[src/rtl/assert_macros.svh]
`ifndef ASSERT_MACROS_SVH
`define ASSERT_MACROS_SVH

`ifndef NO_ASSERTIONS

`define LRU_ASSERT(name, clk, rst_n, prop, msg) \
  name: assert property (@(posedge clk) disable iff (!rst_n) prop) else $error(msg);

`define LRU_ASSERT_ALWAYS(name, clk, prop, msg) \
  name: assert property (@(posedge clk) prop) else $error(msg);

`else

`define LRU_ASSERT(name, clk, rst_n, prop, msg)

`define LRU_ASSERT_ALWAYS(name, clk, prop, msg)

`endif

`endif

[src/rtl/lru_pkg.sv]
package lru_pkg;

  localparam int FRAMES_DEF    = 8;
  localparam int PAGE_BITS_DEF = 16;

  localparam int CFG_W   = 4;
  localparam int FIDX_W  = 3;
  localparam int FAULT_W = 32;

  localparam logic [CFG_W-1:0] CFG_RESET = 4'd3;

  typedef struct packed {
    logic              hit;
    logic              evicted_valid;
    logic [FIDX_W-1:0] frame_index;
  } res_flags_t;

endpackage

[src/rtl/lru_req_if.sv]
interface lru_req_if #(
  parameter int PAGE_BITS = lru_pkg::PAGE_BITS_DEF
);
  logic                 valid;
  logic                 ready;
  logic [PAGE_BITS-1:0] page_number;
  logic                 last_in_run;

  modport source (output valid, output page_number, output last_in_run, input ready);
  modport sink   (input valid, input page_number, input last_in_run, output ready);
endinterface

[src/rtl/lru_res_if.sv]
interface lru_res_if #(
  parameter int PAGE_BITS = lru_pkg::PAGE_BITS_DEF
);
  logic                              valid;
  logic                              ready;
  logic                              hit;
  logic [lru_pkg::FIDX_W-1:0]        frame_index;
  logic                              evicted_valid;
  logic [PAGE_BITS-1:0]              evicted_page;
  logic [lru_pkg::FAULT_W-1:0]       fault_count;

  modport source (output valid, output hit, output frame_index, output evicted_valid,
                  output evicted_page, output fault_count, input ready);
  modport sink   (input valid, input hit, input frame_index, input evicted_valid,
                  input evicted_page, input fault_count, output ready);
endinterface

[src/rtl/lru_ram.sv]
module lru_ram #(
  parameter int WIDTH = 8,
  parameter int DEPTH = 8,
  parameter int AW    = (DEPTH > 1) ? $clog2(DEPTH) : 1
) (
  input  logic             clk,
  input  logic             wr_en,
  input  logic [AW-1:0]    wr_addr,
  input  logic [WIDTH-1:0] wr_data,
  input  logic             rd_en,
  input  logic [AW-1:0]    rd_addr,
  output logic [WIDTH-1:0] rd_data
);

  logic [WIDTH-1:0] mem [DEPTH];

  always_ff @(posedge clk) begin
    if (wr_en) begin
      mem[wr_addr] <= wr_data;
    end
    if (rd_en) begin
      rd_data <= mem[rd_addr];
    end
  end

endmodule

[src/rtl/lru_ctrl.sv]
`include "assert_macros.svh"

module lru_ctrl #(
  parameter int FRAMES    = lru_pkg::FRAMES_DEF,
  parameter int PAGE_BITS = lru_pkg::PAGE_BITS_DEF
) (
  input  logic                          clk,
  input  logic                          rst_n,
  input  logic [lru_pkg::CFG_W-1:0]     frames_cfg,
  input  logic                          req_valid,
  output logic                          req_ready,
  input  logic [PAGE_BITS-1:0]          req_page,
  input  logic                          req_last,
  output logic                          res_valid,
  input  logic                          res_ready,
  output lru_pkg::res_flags_t           res_flags,
  output logic [PAGE_BITS-1:0]          res_evicted_page,
  output logic [lru_pkg::FAULT_W-1:0]   res_fault_count
);
  import lru_pkg::*;

  localparam int IDX_W  = (FRAMES > 1) ? $clog2(FRAMES) : 1;
  localparam int CNT_W  = IDX_W + 1;
  localparam int RANK_W = IDX_W;
  localparam int ENT_W  = PAGE_BITS + RANK_W;

  localparam logic [IDX_W-1:0] LAST_IDX = IDX_W'(FRAMES - 1);
  localparam logic [CNT_W-1:0] FRAMES_C = CNT_W'(FRAMES);

  localparam int STATE_W = 3;
  localparam logic [STATE_W-1:0] ST_IDLE = 3'd0;
  localparam logic [STATE_W-1:0] ST_SCAN = 3'd1;
  localparam logic [STATE_W-1:0] ST_DEC  = 3'd2;
  localparam logic [STATE_W-1:0] ST_UPD  = 3'd3;
  localparam logic [STATE_W-1:0] ST_FIN  = 3'd4;

  logic [STATE_W-1:0]   state_r, state_nxt;
  logic [CNT_W-1:0]     cnt_r, cnt_nxt;
  logic                 pend_r, pend_nxt;
  logic [IDX_W-1:0]     pidx_r, pidx_nxt;
  logic [PAGE_BITS-1:0] page_r, page_nxt;
  logic                 last_r, last_nxt;
  logic [CNT_W-1:0]     act_r, act_nxt;
  logic                 hit_r, hit_nxt;
  logic [IDX_W-1:0]     hf_r, hf_nxt;
  logic [RANK_W-1:0]    hrank_r, hrank_nxt;
  logic                 emp_r, emp_nxt;
  logic [IDX_W-1:0]     ef_r, ef_nxt;
  logic [RANK_W-1:0]    best_r, best_nxt;
  logic [IDX_W-1:0]     vf_r, vf_nxt;
  logic [PAGE_BITS-1:0] vpage_r, vpage_nxt;
  logic [IDX_W-1:0]     f_r, f_nxt;
  logic [RANK_W-1:0]    orank_r, orank_nxt;
  logic                 age_all_r, age_all_nxt;
  logic                 evv_r, evv_nxt;
  logic [PAGE_BITS-1:0] epage_r, epage_nxt;
  logic [FAULT_W-1:0]   faults_r, faults_nxt;
  logic [FRAMES-1:0]    valid_r, valid_nxt;

  logic                 rd_en, wr_en;
  logic [IDX_W-1:0]     rd_addr;
  logic [ENT_W-1:0]     rd_data, wr_data;
  logic [PAGE_BITS-1:0] ent_page;
  logic [RANK_W-1:0]    ent_rank;
  logic                 cur_act, cur_v;
  logic [CNT_W-1:0]     act_clamp;
  logic [31:0]          f_ext;

  lru_ram #(
    .WIDTH (ENT_W),
    .DEPTH (FRAMES),
    .AW    (IDX_W)
  ) u_ram (
    .clk     (clk),
    .wr_en   (wr_en),
    .wr_addr (pidx_r),
    .wr_data (wr_data),
    .rd_en   (rd_en),
    .rd_addr (rd_addr),
    .rd_data (rd_data)
  );

  assign ent_page = rd_data[ENT_W-1:RANK_W];
  assign ent_rank = rd_data[RANK_W-1:0];
  assign cur_act  = {1'b0, pidx_r} < act_r;
  assign cur_v    = valid_r[pidx_r];
  assign rd_addr  = cnt_r[IDX_W-1:0];
  assign rd_en    = ((state_r == ST_SCAN) || (state_r == ST_UPD)) && (cnt_r < FRAMES_C);

  always_comb begin
    if (frames_cfg == '0) begin
      act_clamp = CNT_W'(1);
    end else if (int'(frames_cfg) > FRAMES) begin
      act_clamp = FRAMES_C;
    end else begin
      act_clamp = CNT_W'(frames_cfg);
    end
  end

  assign req_ready        = (state_r == ST_IDLE);
  assign res_valid        = (state_r == ST_FIN);
  assign f_ext            = 32'(f_r);
  assign res_flags        = '{hit: hit_r, evicted_valid: evv_r,
                              frame_index: f_ext[FIDX_W-1:0]};
  assign res_evicted_page = epage_r;
  assign res_fault_count  = faults_r;

  always_comb begin
    state_nxt   = state_r;
    cnt_nxt     = rd_en ? cnt_r + CNT_W'(1) : cnt_r;
    pend_nxt    = rd_en;
    pidx_nxt    = rd_addr;
    page_nxt    = page_r;
    last_nxt    = last_r;
    act_nxt     = act_r;
    hit_nxt     = hit_r;
    hf_nxt      = hf_r;
    hrank_nxt   = hrank_r;
    emp_nxt     = emp_r;
    ef_nxt      = ef_r;
    best_nxt    = best_r;
    vf_nxt      = vf_r;
    vpage_nxt   = vpage_r;
    f_nxt       = f_r;
    orank_nxt   = orank_r;
    age_all_nxt = age_all_r;
    evv_nxt     = evv_r;
    epage_nxt   = epage_r;
    faults_nxt  = faults_r;
    valid_nxt   = valid_r;
    wr_en       = 1'b0;
    wr_data     = rd_data;

    unique case (state_r)
      ST_IDLE: begin
        if (req_valid) begin
          page_nxt  = req_page;
          last_nxt  = req_last;
          act_nxt   = act_clamp;
          hit_nxt   = 1'b0;
          emp_nxt   = 1'b0;
          cnt_nxt   = '0;
          state_nxt = ST_SCAN;
        end
      end
      ST_SCAN: begin
        if (pend_r) begin
          // frame 0 is always active: seed the oldest-frame search with it
          if (pidx_r == '0 || (cur_act && ent_rank > best_r)) begin
            best_nxt  = ent_rank;
            vf_nxt    = pidx_r;
            vpage_nxt = ent_page;
          end
          if (cur_act && cur_v && ent_page == page_r && !hit_r) begin
            hit_nxt   = 1'b1;
            hf_nxt    = pidx_r;
            hrank_nxt = ent_rank;
          end
          if (cur_act && !cur_v && !emp_r) begin
            emp_nxt = 1'b1;
            ef_nxt  = pidx_r;
          end
          if (pidx_r == LAST_IDX) begin
            cnt_nxt   = '0;
            state_nxt = ST_DEC;
          end
        end
      end
      ST_DEC: begin
        age_all_nxt = 1'b0;
        evv_nxt     = 1'b0;
        epage_nxt   = '0;
        if (hit_r) begin
          f_nxt     = hf_r;
          orank_nxt = hrank_r;
        end else begin
          if (faults_r != '1) begin
            faults_nxt = faults_r + FAULT_W'(1);
          end
          if (emp_r) begin
            f_nxt       = ef_r;
            age_all_nxt = 1'b1;
          end else begin
            f_nxt     = vf_r;
            orank_nxt = best_r;
            evv_nxt   = 1'b1;
            epage_nxt = vpage_r;
          end
        end
        cnt_nxt   = '0;
        state_nxt = ST_UPD;
      end
      ST_UPD: begin
        if (pend_r) begin
          if (pidx_r == f_r) begin
            wr_en             = 1'b1;
            wr_data           = {page_r, RANK_W'(0)};
            valid_nxt[pidx_r] = 1'b1;
          end else if (cur_v && (age_all_r || ent_rank < orank_r)) begin
            wr_en   = 1'b1;
            wr_data = {ent_page, ent_rank + RANK_W'(1)};
          end
          if (pidx_r == LAST_IDX) begin
            state_nxt = ST_FIN;
          end
        end
      end
      ST_FIN: begin
        if (res_ready) begin
          state_nxt = ST_IDLE;
          if (last_r) begin
            valid_nxt  = '0;
            faults_nxt = '0;
          end
        end
      end
      default: begin
        state_nxt = ST_IDLE;
      end
    endcase
  end

  always_ff @(posedge clk) begin
    if (!rst_n) begin
      state_r  <= ST_IDLE;
      cnt_r    <= '0;
      pend_r   <= 1'b0;
      valid_r  <= '0;
      faults_r <= '0;
    end else begin
      state_r  <= state_nxt;
      cnt_r    <= cnt_nxt;
      pend_r   <= pend_nxt;
      valid_r  <= valid_nxt;
      faults_r <= faults_nxt;
    end
  end

  always_ff @(posedge clk) begin
    pidx_r    <= pidx_nxt;
    page_r    <= page_nxt;
    last_r    <= last_nxt;
    act_r     <= act_nxt;
    hit_r     <= hit_nxt;
    hf_r      <= hf_nxt;
    hrank_r   <= hrank_nxt;
    emp_r     <= emp_nxt;
    ef_r      <= ef_nxt;
    best_r    <= best_nxt;
    vf_r      <= vf_nxt;
    vpage_r   <= vpage_nxt;
    f_r       <= f_nxt;
    orank_r   <= orank_nxt;
    age_all_r <= age_all_nxt;
    evv_r     <= evv_nxt;
    epage_r   <= epage_nxt;
  end

  // write-back of one entry never collides with the read of the next
  `LRU_ASSERT(a_no_rw_clash, clk, rst_n, wr_en && rd_en |-> pidx_r != rd_addr, "ram read/write same entry")
  `LRU_ASSERT(a_hit_no_evict, clk, rst_n, state_r == ST_FIN |-> !(hit_r && evv_r), "eviction reported on a hit")
  `LRU_ASSERT(a_fill_one, clk, rst_n, state_r == ST_FIN |=> $countones(valid_r) <= $countones($past(valid_r)), "frames filled after result")
  `LRU_ASSERT(a_upd_one_fill, clk, rst_n, state_r == ST_UPD |=> $countones(valid_r) <= $countones($past(valid_r)) + 1, "more than one frame filled per request")

endmodule

[src/rtl/lru_page_replacement.sv]
// LRU page replacement over a fully associative set of FRAMES page frames. Each request on
// in_req returns one result on out_res: hit or fault, the frame now holding the page, the
// evicted page if any, and the saturating fault count of the current run. cfg_wr_data sets
// how many frames are active (0 acts as 1, above FRAMES acts as FRAMES; reset value 3); write
// it only while no request is in flight. A request with last_in_run set empties the table and
// clears the fault count after its result. Pages and recency ranks live in one single-port-read
// frame memory; each request takes two sweeps through it, one entry per cycle: a scan for the
// match, the first empty frame and the oldest frame, then a read-modify-write pass that updates
// the ranks. A new request is taken only after the previous result has been handed on; a
// stalled output holds one result and lets the next request run up to its result.
module lru_page_replacement #(
  parameter int FRAMES    = lru_pkg::FRAMES_DEF,
  parameter int PAGE_BITS = lru_pkg::PAGE_BITS_DEF
) (
  input  logic                      clk,
  input  logic                      rst_n,
  input  logic                      cfg_wr_en,
  input  logic [lru_pkg::CFG_W-1:0] cfg_wr_data,
  lru_req_if.sink                   in_req,
  lru_res_if.source                 out_res
);
  import lru_pkg::*;

  logic [CFG_W-1:0]     cfg_r;
  logic                 out_valid_r;
  res_flags_t           flags_r;
  logic [PAGE_BITS-1:0] epage_r;
  logic [FAULT_W-1:0]   fault_r;

  logic                 res_valid, res_ready;
  res_flags_t           res_flags;
  logic [PAGE_BITS-1:0] res_epage;
  logic [FAULT_W-1:0]   res_fault;

  lru_ctrl #(
    .FRAMES    (FRAMES),
    .PAGE_BITS (PAGE_BITS)
  ) u_ctrl (
    .clk              (clk),
    .rst_n            (rst_n),
    .frames_cfg       (cfg_r),
    .req_valid        (in_req.valid),
    .req_ready        (in_req.ready),
    .req_page         (in_req.page_number),
    .req_last         (in_req.last_in_run),
    .res_valid        (res_valid),
    .res_ready        (res_ready),
    .res_flags        (res_flags),
    .res_evicted_page (res_epage),
    .res_fault_count  (res_fault)
  );

  assign res_ready = !out_valid_r || out_res.ready;

  always_ff @(posedge clk) begin
    if (!rst_n) begin
      cfg_r       <= CFG_RESET;
      out_valid_r <= 1'b0;
    end else begin
      if (cfg_wr_en) begin
        cfg_r <= cfg_wr_data;
      end
      if (res_ready) begin
        out_valid_r <= res_valid;
      end
    end
  end

  always_ff @(posedge clk) begin
    if (res_valid && res_ready) begin
      flags_r <= res_flags;
      epage_r <= res_epage;
      fault_r <= res_fault;
    end
  end

  assign out_res.valid         = out_valid_r;
  assign out_res.hit           = flags_r.hit;
  assign out_res.frame_index   = flags_r.frame_index;
  assign out_res.evicted_valid = flags_r.evicted_valid;
  assign out_res.evicted_page  = epage_r;
  assign out_res.fault_count   = fault_r;

endmodule

[src/flat_wrapper.sv]
// flat-port wrapper written by rule: the top's interface ports become plain ports
module lru_page_replacement_flat import lru_pkg::*;
#(
  parameter int FRAMES    = lru_pkg::FRAMES_DEF,
  parameter int PAGE_BITS = lru_pkg::PAGE_BITS_DEF
)
  (clk, rst_n, cfg_wr_en, cfg_wr_data, in_req_valid, in_req_page_number, in_req_last_in_run, in_req_ready, out_res_valid, out_res_hit, out_res_frame_index, out_res_evicted_valid, out_res_evicted_page, out_res_fault_count, out_res_ready);
  lru_req_if #(.PAGE_BITS(PAGE_BITS)) in_req_i ();
  lru_res_if #(.PAGE_BITS(PAGE_BITS)) out_res_i ();
  input  logic clk;
  input  logic rst_n;
  input  logic cfg_wr_en;
  input  logic [lru_pkg::CFG_W-1:0] cfg_wr_data;
  input wire logic [$bits(in_req_i.valid)-1:0] in_req_valid;
  input wire logic [$bits(in_req_i.page_number)-1:0] in_req_page_number;
  input wire logic [$bits(in_req_i.last_in_run)-1:0] in_req_last_in_run;
  output wire logic [$bits(in_req_i.ready)-1:0] in_req_ready;
  output wire logic [$bits(out_res_i.valid)-1:0] out_res_valid;
  output wire logic [$bits(out_res_i.hit)-1:0] out_res_hit;
  output wire logic [$bits(out_res_i.frame_index)-1:0] out_res_frame_index;
  output wire logic [$bits(out_res_i.evicted_valid)-1:0] out_res_evicted_valid;
  output wire logic [$bits(out_res_i.evicted_page)-1:0] out_res_evicted_page;
  output wire logic [$bits(out_res_i.fault_count)-1:0] out_res_fault_count;
  input wire logic [$bits(out_res_i.ready)-1:0] out_res_ready;
  assign in_req_i.valid = in_req_valid;
  assign in_req_i.page_number = in_req_page_number;
  assign in_req_i.last_in_run = in_req_last_in_run;
  assign in_req_ready = in_req_i.ready;
  assign out_res_valid = out_res_i.valid;
  assign out_res_hit = out_res_i.hit;
  assign out_res_frame_index = out_res_i.frame_index;
  assign out_res_evicted_valid = out_res_i.evicted_valid;
  assign out_res_evicted_page = out_res_i.evicted_page;
  assign out_res_fault_count = out_res_i.fault_count;
  assign out_res_i.ready = out_res_ready;
  lru_page_replacement #(.FRAMES(FRAMES), .PAGE_BITS(PAGE_BITS)) u_core (.clk(clk), .rst_n(rst_n), .cfg_wr_en(cfg_wr_en), .cfg_wr_data(cfg_wr_data), .in_req(in_req_i), .out_res(out_res_i));
endmodule
[config.mk]
export PLATFORM = sky130hd
export DESIGN_NAME = lru_page_replacement_flat
export DESIGN_NICKNAME = d
export VERILOG_FILES = /design/src/rtl/lru_pkg.sv /design/src/rtl/lru_req_if.sv /design/src/rtl/lru_res_if.sv /design/src/rtl/lru_ram.sv /design/src/rtl/lru_ctrl.sv /design/src/rtl/lru_page_replacement.sv /design/src/flat_wrapper.sv
export VERILOG_INCLUDE_DIRS = /design/src /design/src/rtl
export SDC_FILE = /design/constraint.sdc
export NUM_CORES = 1
export LEC_CHECK = 0
export BUFFER_PORTS_ARGS = -buffer_cell sky130_fd_sc_hd__buf_2
export CORE_ASPECT_RATIO = 0.8
export CORE_MARGIN = 1.5
export CORE_UTILIZATION = 40
export CTS_CLUSTER_SIZE = 8
export DETAILED_ROUTE_END_ITERATION = 10
export SLEW_MARGIN = 20
export SYNTH_ARGS = -nofsm -noshare
export SYNTH_HDL_FRONTEND = slang
export SYNTH_SLANG_ARGS = --single-unit
[constraint.sdc]
create_clock -name clk -period 4.5 [get_ports clk]
set_input_delay 0.45 -clock clk [delete_from_list [all_inputs] [get_ports clk]]
set_output_delay 0.45 -clock clk [all_outputs]
set_load 0.01 [all_outputs]
Word level (Yosys, flattened, before mapping):

Memory sizes are Yosys's and may differ from the RTL's. A register that Yosys moved wholly into a read port is not among the register bits.
Index checks and enable logic that the tools add are counted.

* register bits after elaboration: 187
* latch bits: 0
* bits in writable memories: 152
* memory bits (read-only): 0
* input port bits: 26
* output and inout bits: 55
* memories kept: 1

* add/sub/neg operators: 3
* $mul: 0
* div/mod/pow operators: 0
* order comparisons: 7
* equal/unequal tests: 21
* shifts and indexed selects: 0
* multiplexer cells: 50
* bitwise logic cells: 1
* reduce and logical (&&, ||, !) cells: 36

Memories
* u_core.u_ctrl.u_ram.mem: words 8, bits a word 19, read ports 1, clocked after memory_dff 1, wr ports 1, line lru_ram.sv:15 `logic [WIDTH-1:0] mem [DEPTH];`

Operators with widths (count)
* 32-bit 2-to-1 mux: 4
* 32-bit case mux with 2 select lines: 1
* 19-bit 2-to-1 mux: 3
* 3-bit 2-to-1 mux: 11
* 32-bit by 1-bit adder with 32-bit output, second input constant: 1
* 8-bit 2-to-1 mux: 4
* 32-bit inequality test, second input constant: 1
* 4-bit 2-to-1 mux: 5
* 16-bit equality test: 1
* 2-bit inequality test, second input constant: 8
* 8-bit case mux with 2 select lines: 1
* 1-bit 2-to-1 mux: 15
* 3-bit case mux with 5 select lines: 1
* 4-bit case mux with 3 select lines: 1
* 1-bit logical AND: 10
* 2-bit by 1-bit inequality test with 1-bit output, second input constant: 5
* 5-bit AND reduction: 2
* 3-bit AND reduction: 3
* 8-bit OR: 1
* 4-bit AND reduction: 2
* 3-bit by 2-bit equality test with 1-bit output, second input constant: 2
* 3-bit equality test, second input constant: 2
* 3-bit zero test: 2
* 6-bit AND reduction: 1
* other kinds (20): 31

Longest topological paths before layout:

Gate-level depths: netlist of the first run.

* word-level depth: 9
* mapped depth: 9
* gate-level depth less buffers: 6

Modules after synthesis:

A second synthesis of the first run with hierarchy kept.

* cell total of the unflattened synthesis: 856
* area total of the unflattened synthesis: 14171.1 um2

Modules (own cells, without submodules)
* lru_ram: instances 1, cells each 251, area each 6449.9 um2, sequential area each 5134.9 um2
* lru_ctrl: instances 1, cells each 534, area each 5934.4 um2, sequential area each 3363.2 um2
* lru_page_replacement: instances 1, cells each 71, area each 1786.7 um2, sequential area each 1691.6 um2

Worst setup path after synthesis of the first run:

OpenSTA, ideal clock, no wires.

* kind: reg2reg
* start: register u_core.u_ctrl.pidx_r[2]
* end: memory u_core.u_ctrl.u_ram.mem[5][0] (netlist bit) (enable)
* arrival: 3285 ps
* setup slack: 792 ps
* stages on the path, launching flop included: 6
* buffers on the path: 1
* clock period less this slack: 3708 ps
* cells stage by stage: dfxtp_1 > clkbuf_1 > xor2_1 > nor4_1 > a21oi_1 > nor3b_1

* cells in the longest elaborated chain, start to end: 9

Ends and longest elaborated chain
* start, declared: line lru_ctrl.sv:40 `logic [IDX_W-1:0] pidx_r, pidx_nxt;`
* start signal, assigned: line lru_ctrl.sv:240 `pidx_r <= pidx_nxt;`
* 1-bit binary-select mux with 3-bit select: line lru_ctrl.sv:86 `assign cur_v = valid_r[pidx_r];`
* 1-bit 2-to-1 mux (not written as such): line lru_ctrl.sv:86
* 1-bit logical AND: line lru_ctrl.sv:199 `end else if (cur_v && (age_all_r || ent_rank < orank_r)) begin`
* 1-bit 2-to-1 mux: line lru_ctrl.sv:199
* 1-bit 2-to-1 mux: line lru_ctrl.sv:195 `if (pidx_r == f_r) begin`
* 1-bit 2-to-1 mux: line lru_ctrl.sv:194 `if (pend_r) begin`
* 1-bit 2-to-1 mux: line lru_ctrl.sv:134 `unique case (state_r)`
* 1-bit 2-to-1 mux: line lru_ram.sv:18 `if (wr_en) begin`
* 1-bit 2-to-1 mux (not written as such): line lru_ram.sv:19 `mem[wr_addr] <= wr_data;`
* end, declared: line lru_ram.sv:15

Parallel ways exist; a longest one is shown, timed or not. The select of a mux whose other input is x is not followed.

Final worst setup path of the first run:

* start: register u_core.u_ctrl.pidx_r[2]
* end: memory u_core.u_ctrl.u_ram.mem[0][7] (netlist bit) (enable)

The elaborated chain is that of the path after synthesis.

==> results.md, run 1 <==
- Final setup violation count: 0
- Total of max-cap violations: 0
- I/O Buffers: 80
- Crit-path max FO: 27
- Die W: between 200 and 250 um
- Chip height: 169.9 um
- Arrival @ worst endpoint: 3720 ps
- PwrDens: approximately 440 mW/mm2
- Initial DRC count: 641
- P_leak: 5.466 nW
- Cells on worst reg2reg path: 5
- Total Routing Usage GR: 15.96%
- Io pins: around 80
- H-tree depth: 2
- Crit Path Class: reg -> reg
- Via/cell ratio: 5.226
- Initial antenna violation count: 0
- Largest cells by area after synthesis: edfxtp_1 65%, dfxtp_1 8.0%, mux4_2 6.1%, mux2_2 2.9%, xor2_1 1.5%
- CTS tree: built
- Core Rows: 60
- First-pass GRT wire length: 43.15 mm
- Clock transition at the registers of the reported paths: 50 ps
- Hold/Removal Path Class: in -> reg
- Dpl hpwl: around 18 mm
- Average wire per standard cell: 19.55 um
- Pin slew with the least headroom to its limit: 1097 ps
- Fin Clk Skew: 20.88 ps
- Initial Util: 41.04%
- Total power: 7.175 mW
- Largest net degree at the start of global routing: 33
- RSZ-0062 raised after global routing: no
- Ys flop type: edfxtp_1
- CORE AREA: 0.03393 mm2
- Post-Layout Cell Count: 1,440
- R2r setup slk: 1020 ps
- Fin crit period: 3483 ps
- Synth-to-Final Area Change: 16.98%
- Commonest non-fill, non-tap cell in the layout: edfxtp_1
- DRT antenna net count: 0
- Hold Vio Cnt, Final: 0
- Critical Path RT: 4730 ps
- Hold endpoint: u_core.u_ctrl.page_r[1]
- Cells after Synth: 847
- Synth unique cells: 55
- Global route total overflow: 0
- Yosys top cell area share: roughly two thirds
- Setup Total Neg Slack: 0 ps
- Fillers: 2,913
- GPL Wtd Cong: a little under 0.8
- Synth warn: 0
- CTS Buf Count: 50
- Slew margin rel.: 26.85%
- Clk sinks: 358
- Final setup margin: between 1000 and 1500 ps
- Post-CTS sizing: 0
- Post-CTS setup repair buffer count: 0
- Root buf cell: clkbuf_16
- Hold depth: 1
- EDFF count, synth: 302
- Total Wirelength: about 28 mm
- Layout net count: 992
- Hold path start: in_req_page_number[1]
- Vias in the first global route: between 7k and 8k
- Mapped cell area: ~0.014 mm2
- Share of flip-flops with an asynchronous set or reset: 0%
- DRT Pass-1 Iters: 5
- Maximum clock insertion buffer count: 3
- Placed insts: approximately 1.4k
- Final core utilization: 48.01%
- Post-synth top area cell: edfxtp_1
- # hold bufs at CTS: 0
- Max-slew violation count: 0
- Setup crit start kind: register
- Register area: 0.01019 mm2
- Post-Syn Nets: 883
- Crit end category: register
- Avg Inst Size Synth: around 16 um2
- Most frequent cells in the layout: 302 x edfxtp_1, 80 x buf_2, 53 x dfxtp_1, 50 x clkbuf_16, 39 x nand2_1
- N_diodes: 0
- Clock insertion delay at the later pin of the skew report: 550 ps
- DR DRC count: 0
- DP Worst Slack: ~920 ps
- Worst reg2reg startpoint: u_core.u_ctrl.pidx_r[2]
- Die ar.: approximately 0.036 mm2
- Status: completed
- Via count: 7,525
- Register area share after synthesis: 73.17%
- Period utilisation layout: 77.40%
- Reg2reg end: u_core.u_ctrl.u_ram.mem[0][7]
- Area of the multi-input gates: 0.003577 mm2
- Synth Register Bits: between 300 and 400
- Worst VDD drop: about 0.00026 V
- Fraction of layout cells with a size suffix above 1: 24.82%
- Fmax: 287.1 MHz
==> flip-flops by register name (all words and copies together) (netlist names), 4 cells and up <==
name / cells
u_core.cfg_r: 4
u_core.out_res.evicted_page: 16
u_core.out_res.fault_count: 32
u_core.u_ctrl.act_r: 4
u_core.u_ctrl.cnt_r: 4
u_core.u_ctrl.page_r: 16
u_core.u_ctrl.res_evicted_page: 16
u_core.u_ctrl.res_fault_count: 32
u_core.u_ctrl.u_ram.mem: 152
u_core.u_ctrl.u_ram.rd_data: 19
u_core.u_ctrl.valid_r: 8
u_core.u_ctrl.vpage_r: 16
==> worst max-delay path, stage by stage, from the launching register on <==
cell and delay, ps:
dfxtp_1 910, a2111oi_0 280, nor4_1 630, a21oi_1 480, nor2_2 540, buf_4 340
==> worst max-delay path by stage <==
stage	startpoint	endpoint	slack, ps
2_1_floorplan	u_core.u_ctrl.pidx_r[2]	u_core.u_ctrl.u_ram.mem[5][0]	790
5_1_grt	u_core.u_ctrl.pidx_r[2]	u_core.u_ctrl.u_ram.mem[0][16]	770
3_5_place_dp	u_core.u_ctrl.pidx_r[2]	u_core.u_ctrl.u_ram.mem[7][3]	920
6_report	u_core.u_ctrl.pidx_r[2]	u_core.u_ctrl.u_ram.mem[0][7]	1020
3_3_place_gp	u_core.u_ctrl.pidx_r[2]	u_core.u_ctrl.u_ram.mem[7][3]	970
4_1_cts	u_core.u_ctrl.pidx_r[2]	u_core.u_ctrl.u_ram.mem[7][5]	900
==> cells in the mapped netlist, drive strengths merged (6+ instances only) <==
cell	instances
nor2b	12
nand3	17
nand2b	8
xor2	24
mux4	38
or4	18
inv	17
nor4	11
a31oi	6
mux2i	9
nor2	39
nor3	13
nand4	10
dfxtp	56
ha	10
edfxtp	302
and2	21
a21oi	33
o21ai	21
mux2	36
nand2	39
clkbuf	26
buf	12
o31ai	15
or3	11
==> routing by layer <==
layer | share of wire (%) | wire length, um | up-vias | track usage [%]
met1 | 49 | 13830 | 3739 | 24.45
li1 | - | - | 3541 | -
met3 | 6.0 | 1695 | 50 | 3.414
met4 | 2.1 | 579 | 0 | 4.845
met2 | 43 | 12040 | 195 | 22.63
met5 | 0 | 0 | - | 0
==> where the power goes <==
group / internal (mW) / leakage [nW] / switching, mW
Combinational: 0.0857 / 1.55 / 0.107
Clock: 2.02 / 0.659 / 1.29
Sequential: 3.63 / 3.26 / 0.0485
==> cells by family (layout without fill, tap and decap cells) <==
family	count (synthesis)	in the layout	share of synthesized area, %
muxes	83	83	9.703
adders and majority gates	10	10	0.8984
AOI/OAI and AO/OA	100	100	4.555
DFF	358	358	73.17
buffers and inverters	55	183	1.644
and+or+nand+nor	215	215	8.400
xor gates and xnor gates	26	26	1.635
==> metrics by stage <==
| step | instance area (um2) | hold WS (ps) |
|---|---|---|
| after CTS | 16290 | 48.65 |
| after global placement | 14920 | 405.2 |
| final | 16290 | 71.98 |
| after global routing | 16290 | 49.84 |
| after detailed placement | 14920 | 404.5 |
| after floorplan | 13930 | 354.0 |
==> cell type report <==
cell class                      instances  area share, %
Clock buffer                           68          8.156
Clock inverter                          3         0.2074
Multi-Input combinational cell        434          21.96
Timing Repair Buffer                   95          3.149
Sequential cell                       358          62.57
Tap cell                              465          3.571
Inverter                               17         0.3917
(Power assumes the default switching activity.)
==> run 2: changes to the inputs <==
Clock period 4.5 ns to 3.42 ns, I/O delays scaled along.
==> run 2 against run 1 <==
  * Clock skew down 0.59 ps
  * Sequential power grew 31%
  * Global-route usage up 0.22 points
  * Cell area up 1.6%
  * Combinational power rose by 47%
  * Power is 31% higher
  * Sequential share of layout area down 1.0 points
  * Final cell count grew 1.7%
  * Non-clock buffer count is 27 higher
  * Routed wire length up 0.98%
  * Critical path type unchanged
  * Largest cell class unchanged
  * Largest power group unchanged
==> results.md, run 2 (synthesized netlist as in run 1, its figures left out) <==
- Critical Path RT: 3620 ps (-1110 ps)
- CORE AREA: 0.03393 mm2 (unchanged)
- Crit-path max FO: 19 (-30%)
- Biggest register: u_core.u_ctrl.u_ram.mem
- Crit end category: register
- Total power: 9.428 mW (+31%)
- Hold/Removal Path Class: in -> reg
- Worst reg2reg startpoint: u_core.u_ctrl.pidx_r[1]
- GPL Wtd Cong: 0.8384 (+6.0%)
- Sequential share of power: 51.3% (about the same)
- Pin slew with the least headroom to its limit: 920.7 ps (-176.6 ps)
- Total of max-cap violations: 0 (unchanged)
- Maximum clock insertion buffer count: 3 (unchanged)
- Commonest non-fill, non-tap cell in the layout: edfxtp_1
- Clock power share: 45.7% (-0.3 points)
- Io pins: 81 (unchanged)
- PwrDens: 569.4 mW/mm2 (+29%)
- Sw Share: 19.81% (-0.28 points)
- Switching power: 1.868 mW (+30%)
- First-pass GRT wire length: 43.79 mm (+1.5%)
- Die W: 211.6 um (unchanged)
- DR DRC count: 0 (unchanged)
- Fin Clk Skew: 20.29 ps (-0.5903 ps)
- Arrival @ worst endpoint: 3180 ps (-540 ps)
- Average wire per standard cell: 19.41 um (-0.68%)
- Final setup margin: 441.8 ps (-575.2 ps)
- Max reg flops: 152 (unchanged)
- Cells on worst reg2reg path: 6 (+1)
- Die ar.: 0.03595 mm2 (unchanged)
- Status: completed
- Post-CTS sizing: 0 (unchanged)
- N_diodes: 0 (unchanged)
- Initial antenna violation count: 0 (unchanged)
- Fin crit period: 2978 ps (-504.8 ps)
- Crit Path Class: reg -> reg
- Synth-to-Final Area Change: 18.88%
- Worst VDD drop: 0.0003883 V (+47%)
- Clk sinks: 358 (unchanged)
- Chip height: 169.9 um (unchanged)
- DRT antenna net count: 0 (unchanged)
- Via/cell ratio: 5.223 (about the same)
- Max-slew violation count: 0 (unchanged)
- R2r setup slk: 440 ps (-580 ps)
- Dpl hpwl: 18.06 mm (+0.32%)
- Global route total overflow: 0 (unchanged)
- Via count: 7,647 (+1.6%)
- Total Wirelength: 28.42 mm (+0.98%)
- Clock transition at the registers of the reported paths: 50 ps (about the same)
- Critical Path End: u_core.u_ctrl.u_ram.mem[6][17]
- Largest net degree at the start of global routing: 54 (+64%)
- Fmax: 335.8 MHz (+17%)
- Slew margin rel.: 38.54% (+12 points)
- Fillers: 2,870 (-1.5%)
- Logic pwr share: 3.0% (+0.3 points)
- Clock insertion delay at the later pin of the skew report: 550 ps (about the same)
- Initial Util: 41.04% (unchanged)
- Final setup violation count: 0 (unchanged)
- Final Cell Area: 0.01656 mm2 (+1.6%)
- Crit. Startpoint: u_core.u_ctrl.pidx_r[1]
- Hold Vio Cnt, Final: 0 (unchanged)
- H-tree depth: 2 (unchanged)
- RSZ-0062 raised after global routing: no
- Period utilisation layout: 87.08% (+9.7 points)
- # hold bufs at CTS: 19 (+19)
- Fraction of layout cells with a size suffix above 1: 24.82% (about the same)
- DP Worst Slack: 490.3 ps (-427.6 ps)
- Reg2reg end: u_core.u_ctrl.u_ram.mem[6][17]
- DRT Pass-1 Iters: 5 (unchanged)
- Core Rows: 60 (unchanged)
- Vias in the first global route: 7,406 (+0.72%)
- Final core utilization: 48.79% (+0.78 points)
- Layout net count: 1,019 (+2.7%)
- Worst hold slack: 49.66 ps (-22.32 ps)
- P_int: 7.560 mW (+32%)
- Total Routing Usage GR: 16.18% (+0.22 points)
- Initial DRC count: 577 (-10%)
- P_leak: 5.592 nW (+2.3%)
- Post-CTS setup repair buffer count: 0 (unchanged)
- Root buf cell: clkbuf_16
- CTS Buf Count: 50 (unchanged)
- Most frequent cells in the layout: 302 x edfxtp_1, 80 x buf_2, 54 x dfxtp_1, 50 x clkbuf_16, 39 x nand2_1
- I/O Buffers: 80 (unchanged)
- DP Area: 0.01501 mm2 (+0.56%)
- CTS tree: built
- Setup crit start kind: register
run 2: cell types whose count changed in the layout (fill, tap and decap cells not counted):
| cell | change |
|---|---|
| dlygate4sd3_1 | +19 |
| nor2_2 | +1 |
| clkbuf_1 | -2 |
| buf_4 | +6 |
| dfxtp_1 | +1 |
| buf_12 | +2 |
| dfxtp_2 | -1 |
| inv_16 | +1 |
| inv_6 | -2 |
| nor2_4 | -1 |
run 2: cell type report:
type | count | area (um2) | share of cell area [%]
Tap cell | 465 | 581.8 | 3.514
Clock buffer | 66 | 1321 | 7.981
Clock inverter | 2 | 36.28 | 0.2192
Sequential cell | 358 | 10190 | 61.56
Inverter | 17 | 63.81 | 0.3854
Timing Repair Buffer | 122 | 788.3 | 4.761
Multi-Input combinational cell | 434 | 3572 | 21.58
run 2: worst min-delay path by stage:
stage,to,cells past startpoint,start,slack [ps]
final,u_core.cfg_r[2],3,cfg_wr_data[2],50
after global routing,u_core.cfg_r[2],3,cfg_wr_data[2],40
after CTS,u_core.cfg_r[3],3,cfg_wr_data[3],30
after detailed placement,u_core.out_res.evicted_page[5],0,u_core.u_ctrl.res_evicted_page[5],400
after global placement,u_core.out_res.evicted_page[8],0,u_core.u_ctrl.res_evicted_page[8],400
after floorplan,u_core.u_ctrl.pidx_r[0],0,u_core.u_ctrl.cnt_r[0],350
run 2: power groups by stage:
stage / Combinational, mW / Clock (mW) / Sequential [mW]
global route: 0.314 / 4.61 / 4.83
detailed placement: 0.271 / 0 / 4.91
floorplan: 0.196 / 0 / 4.88
global placement: 0.267 / 0 / 4.91
CTS: 0.288 / 4.44 / 4.83
finish: 0.284 / 4.31 / 4.83
run 2: worst max-delay path, stage by stage (launching register included):
cell and delay [ps]:
dfxtp_1 630, nand2b_1 270, a211oi_1 80, nor4_1 550, a21oi_1 450, nor3b_2 280, buf_4 360
run 2: metrics by stage:
| stage | std cells | TNS, ps |
|---|---|---|
| after global placement | 1377 | 0 |
| after detailed placement | 1377 | 0 |
| after floorplan | 847 | -19270 |
| after global routing | 1464 | 0 |
| after CTS | 1464 | 0 |
| final | 1464 | 0 |
run 2: routing by layer:
metal | vias up | wire, um | global-route usage, %
met5 | - | 0 | 0
met2 | 202 | 12520 | 23.41
met1 | 3824 | 13800 | 24.41
li1 | 3587 | - | -
met3 | 34 | 1656 | 3.451
met4 | 0 | 444 | 4.876
